### src/hw/rtl/onl_pkg.sv
// Shared types, constants and character decoders for the operator/number lexer.
// No dependencies; every other lexer file refers to this package by scoped names.
`default_nettype none

package onl_pkg;

  localparam int unsigned OffsetBits = 16;
  localparam int unsigned ValueBits  = 63;
  localparam int unsigned FieldBits  = 16;
  localparam int unsigned ResQDepth  = 4;
  localparam int unsigned ResQIdxBits = $clog2(ResQDepth);
  localparam int unsigned ResQCntBits = $clog2(ResQDepth + 1);

  typedef logic [OffsetBits-1:0] offset_t;
  typedef logic [ValueBits-1:0]  value_t;
  typedef logic [FieldBits-1:0]  field_t;

  typedef enum logic [1:0] {
    KindNumber = 2'd0,
    KindSymbol = 2'd1,
    KindEnd    = 2'd2,
    KindError  = 2'd3
  } kind_e;

  typedef enum logic [1:0] {
    ModeIdle = 2'd0,
    ModeSym  = 2'd1,
    ModeNum  = 2'd2
  } mode_e;

  typedef enum logic [5:0] {
    SymIncr      = 6'd0,
    SymAddAsgn   = 6'd1,
    SymPlus      = 6'd2,
    SymDecr      = 6'd3,
    SymSubAsgn   = 6'd4,
    SymArrow     = 6'd5,
    SymMinus     = 6'd6,
    SymPow       = 6'd7,
    SymMulAsgn   = 6'd8,
    SymStar      = 6'd9,
    SymDblSlash  = 6'd10,
    SymDivAsgn   = 6'd11,
    SymSlash     = 6'd12,
    SymDblPct    = 6'd13,
    SymModAsgn   = 6'd14,
    SymPercent   = 6'd15,
    SymShl       = 6'd16,
    SymLe        = 6'd17,
    SymLt        = 6'd18,
    SymShr       = 6'd19,
    SymGe        = 6'd20,
    SymGt        = 6'd21,
    SymEq        = 6'd22,
    SymFatArrow  = 6'd23,
    SymAssign    = 6'd24,
    SymNe        = 6'd25,
    SymBang      = 6'd26,
    SymLParen    = 6'd27,
    SymRParen    = 6'd28,
    SymLBrace    = 6'd29,
    SymRBrace    = 6'd30,
    SymLBrack    = 6'd31,
    SymRBrack    = 6'd32,
    SymComma     = 6'd33,
    SymSemi      = 6'd34,
    SymColon     = 6'd35,
    SymDot       = 6'd36
  } sym_e;

  typedef struct packed {
    logic [7:0] ch;
    logic       is_end;
  } in_word_t;

  typedef struct packed {
    kind_e               token_kind;
    logic [5:0]          symbol_code;
    value_t              number_value;
    field_t              start_offset;
    field_t              token_length;
    logic                last_result;
  } out_word_t;

  // Lexer state carried from one character to the next
  typedef struct packed {
    mode_e      mode;
    logic [7:0] first_char;
    value_t     accum;
    offset_t    start;
    field_t     len;
    offset_t    offset;
  } lex_state_t;

  typedef struct packed {
    logic hit;
    sym_e code;
  } sym_hit_t;

  function automatic logic is_digit(logic [7:0] c);
    return (c >= "0") && (c <= "9");
  endfunction

  function automatic logic is_space(logic [7:0] c);
    return (c == " ") || ((c >= 8'd9) && (c <= 8'd13));
  endfunction

  function automatic logic can_pair(logic [7:0] c);
    return (c == "+") || (c == "-") || (c == "*") || (c == "/") || (c == "%") ||
           (c == "<") || (c == ">") || (c == "=") || (c == "!");
  endfunction

  function automatic sym_hit_t single_code(logic [7:0] c);
    sym_hit_t r;
    r.hit = 1'b1;
    unique case (c)
      "+":     r.code = SymPlus;
      "-":     r.code = SymMinus;
      "*":     r.code = SymStar;
      "/":     r.code = SymSlash;
      "%":     r.code = SymPercent;
      "<":     r.code = SymLt;
      ">":     r.code = SymGt;
      "=":     r.code = SymAssign;
      "!":     r.code = SymBang;
      "(":     r.code = SymLParen;
      ")":     r.code = SymRParen;
      "{":     r.code = SymLBrace;
      "}":     r.code = SymRBrace;
      "[":     r.code = SymLBrack;
      "]":     r.code = SymRBrack;
      ",":     r.code = SymComma;
      ";":     r.code = SymSemi;
      ":":     r.code = SymColon;
      ".":     r.code = SymDot;
      default: begin
        r.hit  = 1'b0;
        r.code = SymIncr;
      end
    endcase
    return r;
  endfunction

  function automatic sym_hit_t pair_code(logic [7:0] a, logic [7:0] b);
    sym_hit_t r;
    r.hit  = 1'b1;
    r.code = SymIncr;
    unique case (a)
      "+": begin
        if (b == "+") r.code = SymIncr;
        else if (b == "=") r.code = SymAddAsgn;
        else r.hit = 1'b0;
      end
      "-": begin
        if (b == "-") r.code = SymDecr;
        else if (b == "=") r.code = SymSubAsgn;
        else if (b == ">") r.code = SymArrow;
        else r.hit = 1'b0;
      end
      "*": begin
        if (b == "*") r.code = SymPow;
        else if (b == "=") r.code = SymMulAsgn;
        else r.hit = 1'b0;
      end
      "/": begin
        if (b == "/") r.code = SymDblSlash;
        else if (b == "=") r.code = SymDivAsgn;
        else r.hit = 1'b0;
      end
      "%": begin
        if (b == "%") r.code = SymDblPct;
        else if (b == "=") r.code = SymModAsgn;
        else r.hit = 1'b0;
      end
      "<": begin
        if (b == "<") r.code = SymShl;
        else if (b == "=") r.code = SymLe;
        else r.hit = 1'b0;
      end
      ">": begin
        if (b == ">") r.code = SymShr;
        else if (b == "=") r.code = SymGe;
        else r.hit = 1'b0;
      end
      "=": begin
        if (b == "=") r.code = SymEq;
        else if (b == ">") r.code = SymFatArrow;
        else r.hit = 1'b0;
      end
      "!": begin
        if (b == "=") r.code = SymNe;
        else r.hit = 1'b0;
      end
      default: r.hit = 1'b0;
    endcase
    return r;
  endfunction

  // Clamp an offset to the 16-bit result field
  function automatic field_t sat_field(offset_t v);
    logic [31:0] w;
    w = 32'(v);
    return (w > 32'h0000_FFFF) ? '1 : w[FieldBits-1:0];
  endfunction

endpackage

`default_nettype wire

### src/hw/rtl/onl_step.sv
// Combinational lexer step: one character plus the held state gives up to two
// result words and the next state. Depends on onl_pkg.
`default_nettype none

module onl_step (
  input  onl_pkg::in_word_t   word_i,
  input  onl_pkg::lex_state_t st_i,
  output onl_pkg::lex_state_t st_o,
  output logic [1:0]          res_valid_o,
  output onl_pkg::out_word_t  res0_o,
  output onl_pkg::out_word_t  res1_o
);

  logic [7:0]          c;
  logic [3:0]          digit;
  onl_pkg::sym_hit_t   pair_hit;
  onl_pkg::sym_hit_t   one_hit;
  onl_pkg::sym_hit_t   held_hit;
  onl_pkg::out_word_t  flush_r;
  onl_pkg::out_word_t  fresh_r;
  onl_pkg::out_word_t  pair_r;
  onl_pkg::out_word_t  end_r;
  logic                flush_v;
  logic                fresh_v;
  logic [66:0]         acc_sum;
  onl_pkg::value_t     acc_next;
  onl_pkg::field_t     len_next;
  onl_pkg::offset_t    offset_next;
  onl_pkg::field_t     pos_f;

  assign c        = word_i.ch;
  assign digit    = 4'(c - "0");
  assign pair_hit = onl_pkg::pair_code(st_i.first_char, c);
  assign one_hit  = onl_pkg::single_code(c);
  assign held_hit = onl_pkg::single_code(st_i.first_char);
  assign pos_f    = onl_pkg::sat_field(st_i.offset);

  // accum * 10 + digit; anything above bit 62 saturates
  assign acc_sum  = 67'({st_i.accum, 3'b000}) + 67'({st_i.accum, 1'b0}) + 67'(digit);
  assign acc_next = (|acc_sum[66:onl_pkg::ValueBits]) ? '1 : acc_sum[onl_pkg::ValueBits-1:0];
  assign len_next = (st_i.len == '1) ? st_i.len : st_i.len + 1'b1;
  assign offset_next = (st_i.offset == '1) ? st_i.offset : st_i.offset + 1'b1;

  always_comb begin
    flush_v              = st_i.mode != onl_pkg::ModeIdle;
    flush_r              = '0;
    flush_r.start_offset = onl_pkg::sat_field(st_i.start);
    if (st_i.mode == onl_pkg::ModeNum) begin
      flush_r.token_kind   = onl_pkg::KindNumber;
      flush_r.number_value = st_i.accum;
      flush_r.token_length = st_i.len;
    end else begin
      flush_r.token_kind   = onl_pkg::KindSymbol;
      flush_r.symbol_code  = held_hit.hit ? 6'(held_hit.code) : 6'(onl_pkg::SymIncr);
      flush_r.token_length = onl_pkg::FieldBits'(1);
    end

    fresh_v              = !(onl_pkg::is_space(c) || onl_pkg::is_digit(c) ||
                             onl_pkg::can_pair(c));
    fresh_r              = '0;
    fresh_r.start_offset = pos_f;
    fresh_r.token_length = onl_pkg::FieldBits'(1);
    if (one_hit.hit) begin
      fresh_r.token_kind  = onl_pkg::KindSymbol;
      fresh_r.symbol_code = 6'(one_hit.code);
    end else begin
      fresh_r.token_kind  = onl_pkg::KindError;
    end

    pair_r              = '0;
    pair_r.token_kind   = onl_pkg::KindSymbol;
    pair_r.symbol_code  = 6'(pair_hit.code);
    pair_r.start_offset = onl_pkg::sat_field(st_i.start);
    pair_r.token_length = onl_pkg::FieldBits'(2);

    end_r              = '0;
    end_r.token_kind   = onl_pkg::KindEnd;
    end_r.start_offset = pos_f;
    end_r.token_length = onl_pkg::FieldBits'(1);
  end

  always_comb begin
    st_o        = st_i;
    res_valid_o = 2'b00;
    res0_o      = '0;
    res1_o      = '0;

    if (word_i.is_end) begin
      st_o = '0;
      if (flush_v) begin
        res0_o      = flush_r;
        res1_o      = end_r;
        res_valid_o = 2'b11;
      end else begin
        res0_o      = end_r;
        res_valid_o = 2'b01;
      end
    end else begin
      st_o.offset = offset_next;
      if (st_i.mode == onl_pkg::ModeSym && pair_hit.hit) begin
        res0_o      = pair_r;
        res_valid_o = 2'b01;
        st_o.mode   = onl_pkg::ModeIdle;
      end else if (st_i.mode == onl_pkg::ModeNum && onl_pkg::is_digit(c)) begin
        st_o.accum = acc_next;
        st_o.len   = len_next;
      end else begin
        // held token (if any) goes out, then the character starts over
        st_o.mode = onl_pkg::ModeIdle;
        if (onl_pkg::is_digit(c)) begin
          st_o.mode  = onl_pkg::ModeNum;
          st_o.accum = onl_pkg::ValueBits'(digit);
          st_o.start = st_i.offset;
          st_o.len   = onl_pkg::FieldBits'(1);
        end else if (onl_pkg::can_pair(c)) begin
          st_o.mode       = onl_pkg::ModeSym;
          st_o.first_char = c;
          st_o.start      = st_i.offset;
          st_o.len        = onl_pkg::FieldBits'(1);
        end
        if (flush_v) begin
          res0_o         = flush_r;
          res1_o         = fresh_r;
          res_valid_o[0] = 1'b1;
          res_valid_o[1] = fresh_v;
        end else begin
          res0_o         = fresh_r;
          res_valid_o[0] = fresh_v;
        end
      end
    end

    if (res_valid_o[1]) begin
      res1_o.last_result = 1'b1;
    end else if (res_valid_o[0]) begin
      res0_o.last_result = 1'b1;
    end
  end

endmodule

`default_nettype wire

### src/hw/rtl/onl_resq.sv
// Result queue: takes up to two words per cycle, hands out one per cycle while out_stall_i is low.
// Depends on onl_pkg.
`default_nettype none

module onl_resq (
  input  logic                clk_i,
  input  logic                rst_ni,
  input  logic [1:0]          push_i,
  input  onl_pkg::out_word_t  push0_i,
  input  onl_pkg::out_word_t  push1_i,
  output logic                room2_o,
  output logic                out_valid_o,
  input  logic                out_stall_i,
  output onl_pkg::out_word_t  out_word_o
);

  onl_pkg::out_word_t                  mem_q [onl_pkg::ResQDepth];
  logic [onl_pkg::ResQIdxBits-1:0]     wr_q, wr_d, rd_q, rd_d, wr_nxt;
  logic [onl_pkg::ResQCntBits-1:0]     cnt_q, cnt_d;
  logic                                pop;

  assign wr_nxt      = wr_q + 1'b1;
  assign pop         = out_valid_o && !out_stall_i;
  assign out_valid_o = cnt_q != '0;
  assign out_word_o  = mem_q[rd_q];
  assign room2_o     = cnt_q <= onl_pkg::ResQCntBits'(onl_pkg::ResQDepth - 2);

  always_comb begin
    wr_d  = wr_q + onl_pkg::ResQIdxBits'(push_i[0]) + onl_pkg::ResQIdxBits'(push_i[1]);
    rd_d  = rd_q + onl_pkg::ResQIdxBits'(pop);
    cnt_d = cnt_q + onl_pkg::ResQCntBits'(push_i[0]) + onl_pkg::ResQCntBits'(push_i[1])
            - onl_pkg::ResQCntBits'(pop);
  end

  always_ff @(posedge clk_i or negedge rst_ni) begin
    if (!rst_ni) begin
      wr_q  <= '0;
      rd_q  <= '0;
      cnt_q <= '0;
    end else begin
      wr_q  <= wr_d;
      rd_q  <= rd_d;
      cnt_q <= cnt_d;
    end
  end

  always_ff @(posedge clk_i) begin
    if (push_i[0]) begin
      mem_q[wr_q] <= push0_i;
    end
    if (push_i[1]) begin
      mem_q[wr_nxt] <= push1_i;
    end
  end

endmodule

`default_nettype wire

### src/hw/rtl/operator_number_lexer.sv
// Top level of the streaming operator/number lexer: input register, lexer state,
// step logic and result queue. Depends on onl_pkg, onl_step and onl_resq.
`default_nettype none

// One source byte per cycle unless the input stalls. A byte is captured in the
// input register, lexed in the next cycle against the held state, and its zero,
// one or two tokens enter a four-word result queue at the edge where the byte
// leaves the input register; the output is read from that queue. The output side
// moves one token word per cycle while out_stall_i is low; the input stalls while
// the queue could not absorb two more words, so bytes that each yield two tokens
// are paced by the queue draining once it fills.
// Offsets count bytes since reset or the last end word.
module operator_number_lexer (
  input  logic               clk_i,
  input  logic               rst_ni,
  input  logic               in_valid_i,
  output logic               in_stall_o,
  input  onl_pkg::in_word_t  in_word_i,
  output logic               out_valid_o,
  input  logic               out_stall_i,
  output onl_pkg::out_word_t out_word_o
);

  logic                valid_q;
  onl_pkg::in_word_t   word_q;
  onl_pkg::lex_state_t st_q, st_d;
  logic [1:0]          res_valid;
  onl_pkg::out_word_t  res0, res1;
  logic                room2;
  logic                take;
  logic                load;

  assign take       = valid_q && room2;
  assign load       = !valid_q || take;
  assign in_stall_o = !load;

  onl_step u_step (
    .word_i      (word_q),
    .st_i        (st_q),
    .st_o        (st_d),
    .res_valid_o (res_valid),
    .res0_o      (res0),
    .res1_o      (res1)
  );

  onl_resq u_resq (
    .clk_i       (clk_i),
    .rst_ni      (rst_ni),
    .push_i      (take ? res_valid : 2'b00),
    .push0_i     (res0),
    .push1_i     (res1),
    .room2_o     (room2),
    .out_valid_o (out_valid_o),
    .out_stall_i (out_stall_i),
    .out_word_o  (out_word_o)
  );

  always_ff @(posedge clk_i or negedge rst_ni) begin
    if (!rst_ni) begin
      valid_q <= 1'b0;
      st_q    <= '0;
    end else begin
      if (load) begin
        valid_q <= in_valid_i;
      end
      if (take) begin
        st_q <= st_d;
      end
    end
  end

  always_ff @(posedge clk_i) begin
    if (load && in_valid_i) begin
      word_q <= in_word_i;
    end
  end

endmodule

`default_nettype wire

### config.mk
export PLATFORM = sky130hd
export DESIGN_NAME = operator_number_lexer
export DESIGN_NICKNAME = d
export VERILOG_FILES = /design/src/hw/rtl/onl_pkg.sv /design/src/hw/rtl/onl_step.sv /design/src/hw/rtl/onl_resq.sv /design/src/hw/rtl/operator_number_lexer.sv
export SDC_FILE = /design/constraint.sdc
export NUM_CORES = 1
export LEC_CHECK = 0
export ABC_AREA = 1
export BUFFER_PORTS_ARGS = -buffer_cell sky130_fd_sc_hd__buf_2
export CAP_MARGIN = 20
export CELL_PAD_IN_SITES_DETAIL_PLACEMENT = 0
export CELL_PAD_IN_SITES_GLOBAL_PLACEMENT = 1
export CORE_MARGIN = 3
export CORE_UTILIZATION = 26
export CTS_CLUSTER_SIZE = 20
export DETAILED_ROUTE_END_ITERATION = 7
export PLACE_DENSITY_LB_ADDON = 0.08
export SETUP_SLACK_MARGIN = 0.1
export SYNTH_ARGS = -nofsm -noshare
export SYNTH_HDL_FRONTEND = slang
export SYNTH_SLANG_ARGS = --single-unit
### constraint.sdc
create_clock -name clk_i -period 3 [get_ports clk_i]
set_input_delay 0.3 -clock clk_i [delete_from_list [all_inputs] [get_ports clk_i]]
set_output_delay 0.3 -clock clk_i [all_outputs]
set_load 0.01 [all_outputs]
Word level (Yosys, flattened, before mapping)
Memories as Yosys holds them, arrays and structs flattened. Index checks and enable logic that the tools add are counted.

Bits of input ports: 13. Memories kept: 1. Bits in registers: 138. Output and inout port bits: 106. RAM bits: 416.

Order comparisons: 5. Mux-type cells: 81. Reductions and logical operators: 38. Add/subtract/negate cells: 12. Equal/unequal tests: 49.

Memory list: u_resq.mem_q (depth 4, width 104, read ports 1, clocked after memory_dff 0, write ports 2, line onl_resq.sv:17) `onl_pkg::out_word_t mem_q [onl_pkg::ResQDepth];`.

Operator list (number): $mux W104 (10); $mux W63 (4); $eq A8 B6 Y1 const B (31); $pmux W6 S19 (2); $mux W121 (1); $mux W103 (1); $mux W16 (5); $mux W6 (12); $add A66 B64 Y67 (1); $add A67 B4 Y67 (1); $eq A8 B7 Y1 const B (8); $mux W32 (2); $pmux W6 S9 (1); $reduce_or A19 Y1 (2); $add A16 B1 Y16 const B (2); $eq A16 B16 Y1 const B (2); $mux W1 (23); $mux W5 (4); $mux W2 (8); $logic_or A1 B1 Y1 (12); $mux W4 (3); $mux W10 (1); $mux W9 (1); $pmux W1 S9 (1); other kinds (27) (47).

Depth between registers and ports, before layout
Gate-level depths: netlist of run 1.

Word-level depth: 19. Gate-level depth with buffers: 23. Depth with buffers taken out: 21.

Hierarchy
Synthesis of run 1 repeated with hierarchy kept, for this count alone.

Cell total of the unflattened synthesis: 6554. Area total of the unflattened synthesis: 42784.8 sq um.

By module, submodules not included: onl_resq (cells an instance 3068, instances 1, area an instance 23862.9 sq um); onl_step (cells an instance 2940, instances 1, area an instance 13725.7 sq um); operator_number_lexer (cells an instance 546, instances 1, area an instance 5196.2 sq um).

Least setup slack after synthesis of run 1
OpenSTA, ideal clock, no wires.

Kind: flip-flop to flip-flop. Start: register word_q[4] in the netlist's numbering. End: register u_resq.cnt_q[2] in the netlist's numbering. Slack: -0.227 ns. Data required time: 2.877 ns. Period minus slack after synthesis: 3.227 ns. Data arrival time: 3.105 ns. Cell stages (with the launch flop): 18. Cells stage by stage: edfxtp_1 nand2_1 inv_1 nand2_1 nor2_1 nor2_1 nand2_1 nor3_2 nand3_2 nand3_2 buf_4 clkbuf_1 nand2_1 ha_1 inv_1 fa_1 fa_1 xnor2_1.

Word-level cells in the longest chain between the ends: 19.

RTL lines: from (decl) (line operator_number_lexer.sv:25) `onl_pkg::in_word_t word_q;`; from (signal assigned) (line operator_number_lexer.sv:74) `word_q <= in_word_i;`; $eq A8 B6 Y1, on equally long branches (line onl_pkg.sv:109, onl_pkg.sv:150, onl_pkg.sv:155); $logic_or A1 B1 Y1 (5 in series) (line onl_pkg.sv:109) `return (c == "+") || (c == "-") || (c == "*") || (c == "/") || (c == "%") ||`; $logic_or A1 B1 Y1 (3 in series) (line onl_pkg.sv:110) `(c == "<") || (c == ">") || (c == "=") || (c == "!");`; $logic_or A1 B1 Y1 (line onl_step.sv:58) `fresh_v = !(onl_pkg::is_space(c) || onl_pkg::is_digit(c) ||`; $logic_not A1 Y1 (line onl_step.sv:58); $mux W1 (line onl_step.sv:121) `if (flush_v) begin`; $mux W2 (line onl_step.sv:104) `end else if (st_i.mode == onl_pkg::ModeNum && onl_pkg::is_digit(c)) begin`; $mux W2 * (line onl_step.sv:100) `if (st_i.mode == onl_pkg::ModeSym && pair_hit.hit) begin`; $mux W2 * (line onl_step.sv:88) `if (word_i.is_end) begin`; $mux W2 * (line operator_number_lexer.sv:49) `.push_i (take ? res_valid : 2'b00),`; $add A3 B1 Y3 (line onl_resq.sv:31) `cnt_d = cnt_q + onl_pkg::ResQCntBits'(push_i[0]) + onl_pkg::ResQCntBits'(push_i[1])`; $add A3 B1 Y3 * (line onl_resq.sv:31); $sub A3 B1 Y3 * (line onl_resq.sv:32) `- onl_pkg::ResQCntBits'(pop);`; named net u_resq.cnt_d, one bit (line onl_resq.sv:19) `logic [onl_pkg::ResQCntBits-1:0] cnt_q, cnt_d;`; to (signal assigned) (line onl_resq.sv:43) `cnt_q <= cnt_d;`; to (decl) (line onl_resq.sv:19).

The timed path passes the listed nets; every way through them passes the cells marked *. A chain may end at the register's enable or synchronous reset.

Worst setup path after layout of run 1
Start: register word_q[4] in the netlist's numbering. End: register st_q[83] in the netlist's numbering.

Word-level cells in the longest chain between the ends: 8.

RTL lines: parallel branches: the longest is 8 deep, another holds $add A67 B4 Y67; to (signal assigned) (line operator_number_lexer.sv:67) `st_q <= st_d;`; to (decl) (line operator_number_lexer.sv:26) `onl_pkg::lex_state_t st_q, st_d;`.

Several ways; the timed one is not identified. The select of a mux whose other input is x is not followed.

==> results.yml, run 1 <==
placed_design:
  dp_hpwl_um: 98500
  gp_routability_congestion: 0.867
  io_buffers: 118
  dpl_cell_area_um2: 40400
final_layout:
  fin_area_um2: 49500
  drive_above_1_share_pct: 26.6
  final-seq-area_um2: 12900
  fin_nets: 6012
  multi_input_comb_area_um2: 19800
  post-route-util_pct: 38.1
  synthToLayoutAreaGrowth_pct: 44.9
  final_common_cell: "nand2_1"
  layout_common_cells: "nand2_1 (1535), inv_1 (573), buf_4 (493)"
  final.fill_count: 13800
yosys:
  async_flop_share_pct: 23.3
  synth-seq-cells: 554
  ys.flop_type: "dfxtp_1"
  syn_nets: 5355
  synth_warnings: 0
  synth.cell_area_um2: 34200
  synth.avg_cell_area_um2: 6.56
  yosysUniqueCellTypes: 44
  yosysSeqAreaShare_pct: 37.7
  synth_edf_count: 113
  syn_inst: 5207
pwr:
  cellLeakagePower_nw: 25.6
  power_frac_comb_pct: 45.6
  netSwitchingFraction_pct: 42.4
  switchingPower_w: 0.0137
  power_frac_seq_pct: 26.2
  p_int_w: 0.0186
  clkPwrFrac_pct: 28.2
  ir_worst_vdd_v: 0.000589
  p_per_area_nw_per_um2: 653
sta:
  clock_skew_ns: 0.0284
  rsz0062_at_grt: "yes"
  relSlewSlack_pct: 47.1
  min_period_ns: 3.17
  fin_crit_sh_pct: 106
  whs_ns: 0.185
  fmax_mhz: 315
  drv_slew: 0
  hold_violations: 0
  final-setup-viol-count: 286
  worstMarginPinSlew_ns: 0.794
  fin_ws_ns: -0.173
floorplanning:
  ioPinCount: 119
  start_util_pct: 26.3
  core_um2: 130000
  dieArea_um2: 136000
  die_y_um: 368
  rows: 132
  die_w_um: 368
global_routing:
  gr-total-overflow: 0
  antenna_found_initial: 9
  grt_pass1_vias: 34300
  grtUsageTotal_pct: 21.9
  grt_max_degree: 90
  grt_pass1_wl_um: 226000
clocking:
  path_clk_slew_ns: 0.06
  clock_path_buffers: 3
  cts_sinks: 554
  htreeDepth: 3
  cts_buffers: 75
  clk_latency_ns: 0.65
  clock-root-buffer: "clkbuf_16"
  cts_tree: "built"
drt:
  drt_iter0_drc: 2740
  detail_route.wl_per_cell_um: 21.6
  antenna_left: 0
  viasPerCell: 4.76
  drtPass1Iterations: 6
  drc: 0
  num_vias: 36500
  routed_wl_um: 166000
min_path:
  hp-class: "primary input to async pin"
worst_setup_path:
  critical_path_class: "flip-flop to flip-flop"
  crit_fanout: 7
  required_ns: 3.51
  crit_path_end_kind: "flip-flop"
  worst_ep_arrival_time_ns: 3.69
  startpoint_type: "flip-flop"
job:
  maxCapViolations: 0
run_status:
  violations: "negative setup slack"
  status: "finished with violations"
-- metrics by stage --
step	TNS [ns]	instances	total power (W)	setup WS, ns
after floorplan	0	5207	0.0146	0.0515
after global placement	-32.45	7292	0.0207	-0.367
after detailed placement	-32.55	7292	0.0206	-0.372
after CTS	-9.17	7558	0.0312	-0.200
after global routing	-67.73	7666	0.0338	-0.275
final	-15.62	7667	0.0323	-0.173
-- cell type report --
type	count	share of cell area [%]
Timing Repair Buffer	865	19.3
Clock inverter	26	0.445
Sequential cell	554	26.0
Antenna cell	1	0.00506
Multi-Input combinational cell	3689	40.1
Inverter	679	5.31
Clock buffer	111	4.50
Tap cell	1742	4.40
-- worst paths after layout --
path	cells past startpoint	end	slack, ns	from
min reg2reg	2	u_resq.mem_q[1][2]	0.46	u_resq.mem_q[1][2]
min	2	st_q[44]	0.19	rst_ni
max in group asynchronous	3	st_q[83]	2.03	rst_ni
min in group clk_i	3	u_resq.rd_q[0]	0.19	out_stall_i
max reg2reg	21	st_q[83]	-0.17	word_q[4]
max	21	st_q[83]	-0.17	word_q[4]
-- power groups by stage --
| stage | combinational, W | clock, W | sequential (W) |
|---|---|---|---|
| after floorplan | 0.00616 | 0 | 0.00847 |
| after global placement | 0.0121 | 0 | 0.00861 |
| after detailed placement | 0.0120 | 0 | 0.00860 |
| after CTS | 0.0134 | 0.00934 | 0.00845 |
| after global routing | 0.0157 | 0.00966 | 0.00850 |
| final | 0.0147 | 0.00913 | 0.00846 |
-- worst max-delay path: stages, from the launching register on --
cell and delay (ns):
edfxtp_1 0.49, fa_2 0.62, inv_2 0.04, fa_2 0.36, inv_2 0.08, nand2_2 0.05, nand2_2 0.08, nand2_2 0.05
nand2_2 0.06, nand2_2 0.05, nand2_2 0.09, nand2_2 0.07, nand2_4 0.10, nand2_4 0.06, nand3_2 0.06, nand2_2 0.07
nor2_4 0.13, nand2_4 0.08, nand2_8 0.13, buf_4 0.14, buf_12 0.13, nand3_2 0.06
-- repair_timing --
action / 4_1_cts / 5_1_grt
setup endpoints to repair: 411 / 632
gates resized for setup: 216 / 668
endpoints found under the hold margin: 52 / 0
setup buffers: 79 / 41
hold buffers: 11 / 0
gates cloned: 40 / 77
pin swaps: 54 / 186
-- cell usage after synthesis, drive strengths merged (108+ instances only) --
cell type | n | area (um^2)
nand2 | 1792 | 6740
inv | 675 | 2530
o21ai | 510 | 2550
nor2 | 435 | 1650
dfxtp | 312 | 6250
nand3 | 298 | 1530
clkbuf | 159 | 597
ha | 130 | 1630
dfrtp | 129 | 3230
buf | 126 | 663
edfxtp | 113 | 3390
o22ai | 113 | 707
nand4 | 108 | 676
-- routing by layer --
layer	global-route usage, %	wire, um	up-vias	part of all wire (%)
li1	-	-	18000	-
met1	33.0	83400	17500	50
met2	33.8	70900	862	43
met3	2.39	8140	146	4.9
met4	3.82	3160	0	1.9
met5	0	0	-	0
-- flip-flops by register name (all words and copies together), names as in the netlist --
signal        count
u_resq.cnt_q      3
valid_q           1
st_q            121
u_resq.mem_q    416
u_resq.wr_q       2
u_resq.rd_q       2
word_q            9
-- logic make-up (layout without fill, tap and decap cells) --
group,after synthesis,in the layout,share of synthesized area (%)
simple gates,2723,2723,32.5
buf+inv,964,1681,11.1
compound gates,776,776,12.2
flops,554,554,37.7
fa+ha+maj,135,135,5.05
xor+xnor,53,53,1.36
mux,2,2,0.0586
other cells,0,1,0
Power figures use the tool's default switching activity.
==> inputs of run 2 (changes only) <==
==> constraint.sdc (replaced) <==
create_clock -name clk_i -period 3.7 [get_ports clk_i]
set_input_delay 0.37 -clock clk_i [delete_from_list [all_inputs] [get_ports clk_i]]
set_output_delay 0.37 -clock clk_i [all_outputs]
set_load 0.01 [all_outputs]
==> results.yml, run 2 (same netlist as run 1, synthesis figures left out) <==
final_layout:
  final.fill_count: 14500
  reg.largest.list: "u_resq.mem_q: 416 flops, st_q: 121 flops, word_q: 9 flops"
  drive_above_1_share_pct: 7.94
  fin_nets: 5402
  synthToLayoutAreaGrowth_pct: 16.4
  largest_reg_flops: 416
  final_common_cell: "nand2_1"
  layout.cells.non_filler: 7055
  layout_common_cells: "nand2_1 (1784), inv_1 (657), o21ai_0 (456)"
  fin_area_um2: 39700
  post-route-util_pct: 30.6
  top_register: "u_resq.mem_q"
run_status:
  status: "finished, final reports clean"
clocking:
  path_clk_slew_ns: 0.05
  clock-root-buffer: "clkbuf_16"
  clock_path_buffers: 3
  cts_buffers: 75
  cts_sinks: 554
  cts_tree: "built"
  htreeDepth: 3
  clk_latency_ns: 0.67
floorplanning:
  die_y_um: 368
  dieArea_um2: 136000
  rows: 132
  die_w_um: 368
  ioPinCount: 119
  start_util_pct: 26.3
  core_um2: 130000
sta:
  worstMarginPinSlew_ns: 1.03
  fmax_mhz: 297
  hold_violations: 0
  rsz0062_at_grt: "no"
  min_period_ns: 3.37
  finalSetupTns_ns: 0
  final-setup-viol-count: 0
  fin_crit_sh_pct: 91.0
  relSlewSlack_pct: 31.1
  drv_slew: 0
  clock_skew_ns: 0.0293
job:
  maxCapViolations: 0
worst_setup_path:
  critical_path_class: "flip-flop to primary output"
  worst_ep_arrival_time_ns: 3.00
  endpoint: "out_word_o[55]"
  crit_path_start: "u_resq.rd_q[1]"
  max_stage_delay_ns: 0.67
  worstReg2RegEnd: "st_q[48]"
  worst-path-stages: 5
  crit_buf_inv: 3
  required_ns: 3.33
  critical_path.slowest_cell: "buf_4"
  critPathTopFamily: "buffers and inverters"
  r2r_setup_slack_ns: 0.35
  startpoint_type: "flip-flop"
  crit_path_end_kind: "primary output"
  path_cells: "clkinv_2 > buf_4 > o21ai_0 > o22ai_1 > buf_2"
  r2r-start: "st_q[73]"
  crit_fanout: 60
  reg2regPathDepth: 16
drt:
  drc: 0
  antenna_left: 0
  viasPerCell: 4.68
  num_vias: 33000
  drtPass1Iterations: 7
  drt_iter0_drc: 2677
  routed_wl_um: 140000
  detail_route.wl_per_cell_um: 19.8
placed_design:
  io_buffers: 118
  dp.cells: 6906
  dpl_cell_area_um2: 37100
  dp_hpwl_um: 96000
  gp_routability_congestion: 0.845
pwr:
  cellLeakagePower_nw: 20.8
  p_per_area_nw_per_um2: 589
  ir_worst_vdd_v: 0.000332
global_routing:
  grt_max_degree: 106
  grtUsageMet2_pct: 30.2
  grt_use_met1_pct: 31.0
  grt_pass1_vias: 32000
  grt.busiest_layer: "met1"
  grtUsageTotal_pct: 20.3
  antenna_found_initial: 6
  gr-total-overflow: 0
  grt_pass1_wl_um: 211000
  met3_usage_pct: 2.92
min_path:
  hp-class: "primary input to async pin"
## run 2: cell count changes in the layout (fill, tap and decap cells not counted), sizes merged
cell	previous run	this run
buf	793	244
bufbuf	2	0
bufinv	2	5
clkbuf	170	109
clkinv	22	20
clkinvlp	1	0
## run 2: final cells by class
class	count	area (um^2)	share of cell area [%]
Clock buffer	109	2180	5.47
Tap cell	1742	2180	5.48
Clock inverter	26	344	0.866
Antenna cell	1	2.50	0.00630
Inverter	679	2550	6.43
Timing Repair Buffer	255	2020	5.08
Multi-Input combinational cell	3689	17600	44.3
Sequential cell	554	12900	32.4
## run 2: how the worst min path moves through the flow
stage | startpoint | endpoint | slack, ns | cells after the start
finish | rst_ni | u_resq.rd_q[0] | 0.36 | 2
floorplan | rst_ni | st_q[0] | 0.07 | 0
global route | out_stall_i | u_resq.rd_q[0] | 0.36 | 3
global placement | u_resq.mem_q[2][2] | u_resq.mem_q[2][2] | 0.46 | 2
detailed placement | u_resq.mem_q[1][2] | u_resq.mem_q[1][2] | 0.46 | 2
CTS | rst_ni | u_resq.rd_q[0] | 0.34 | 2
## run 2: metal layers
metal | share of wire (%) | routed length [um]
met3 | 4.4 | 6160
met1 | 52 | 72900
met5 | 0 | 0
met4 | 1.7 | 2400
met2 | 42 | 58200
## run 2: stage by stage
step	power, W	hold slack, ns	worst slack [ns]
after floorplan	0.0118	0.0744	0.473
after global placement	0.0162	0.456	0.184
after detailed placement	0.0161	0.459	0.183
after CTS	0.0239	0.339	0.161
after global routing	0.0248	0.360	0.113
final	0.0234	0.363	0.332
## run 2: timing repair
action	in CTS	in global routing
hold buffers	11	0
resized for setup	0	3
endpoints found under the setup margin	0	109
setup buffers	0	1
hold endpoints to repair	75	0
## run 2: where the power goes
group / switching, W / internal (W)
combinational: 0.00659 / 0.00241
sequential: 0.000286 / 0.00661
clock: 0.00305 / 0.00446
total: 0.00992 / 0.0135
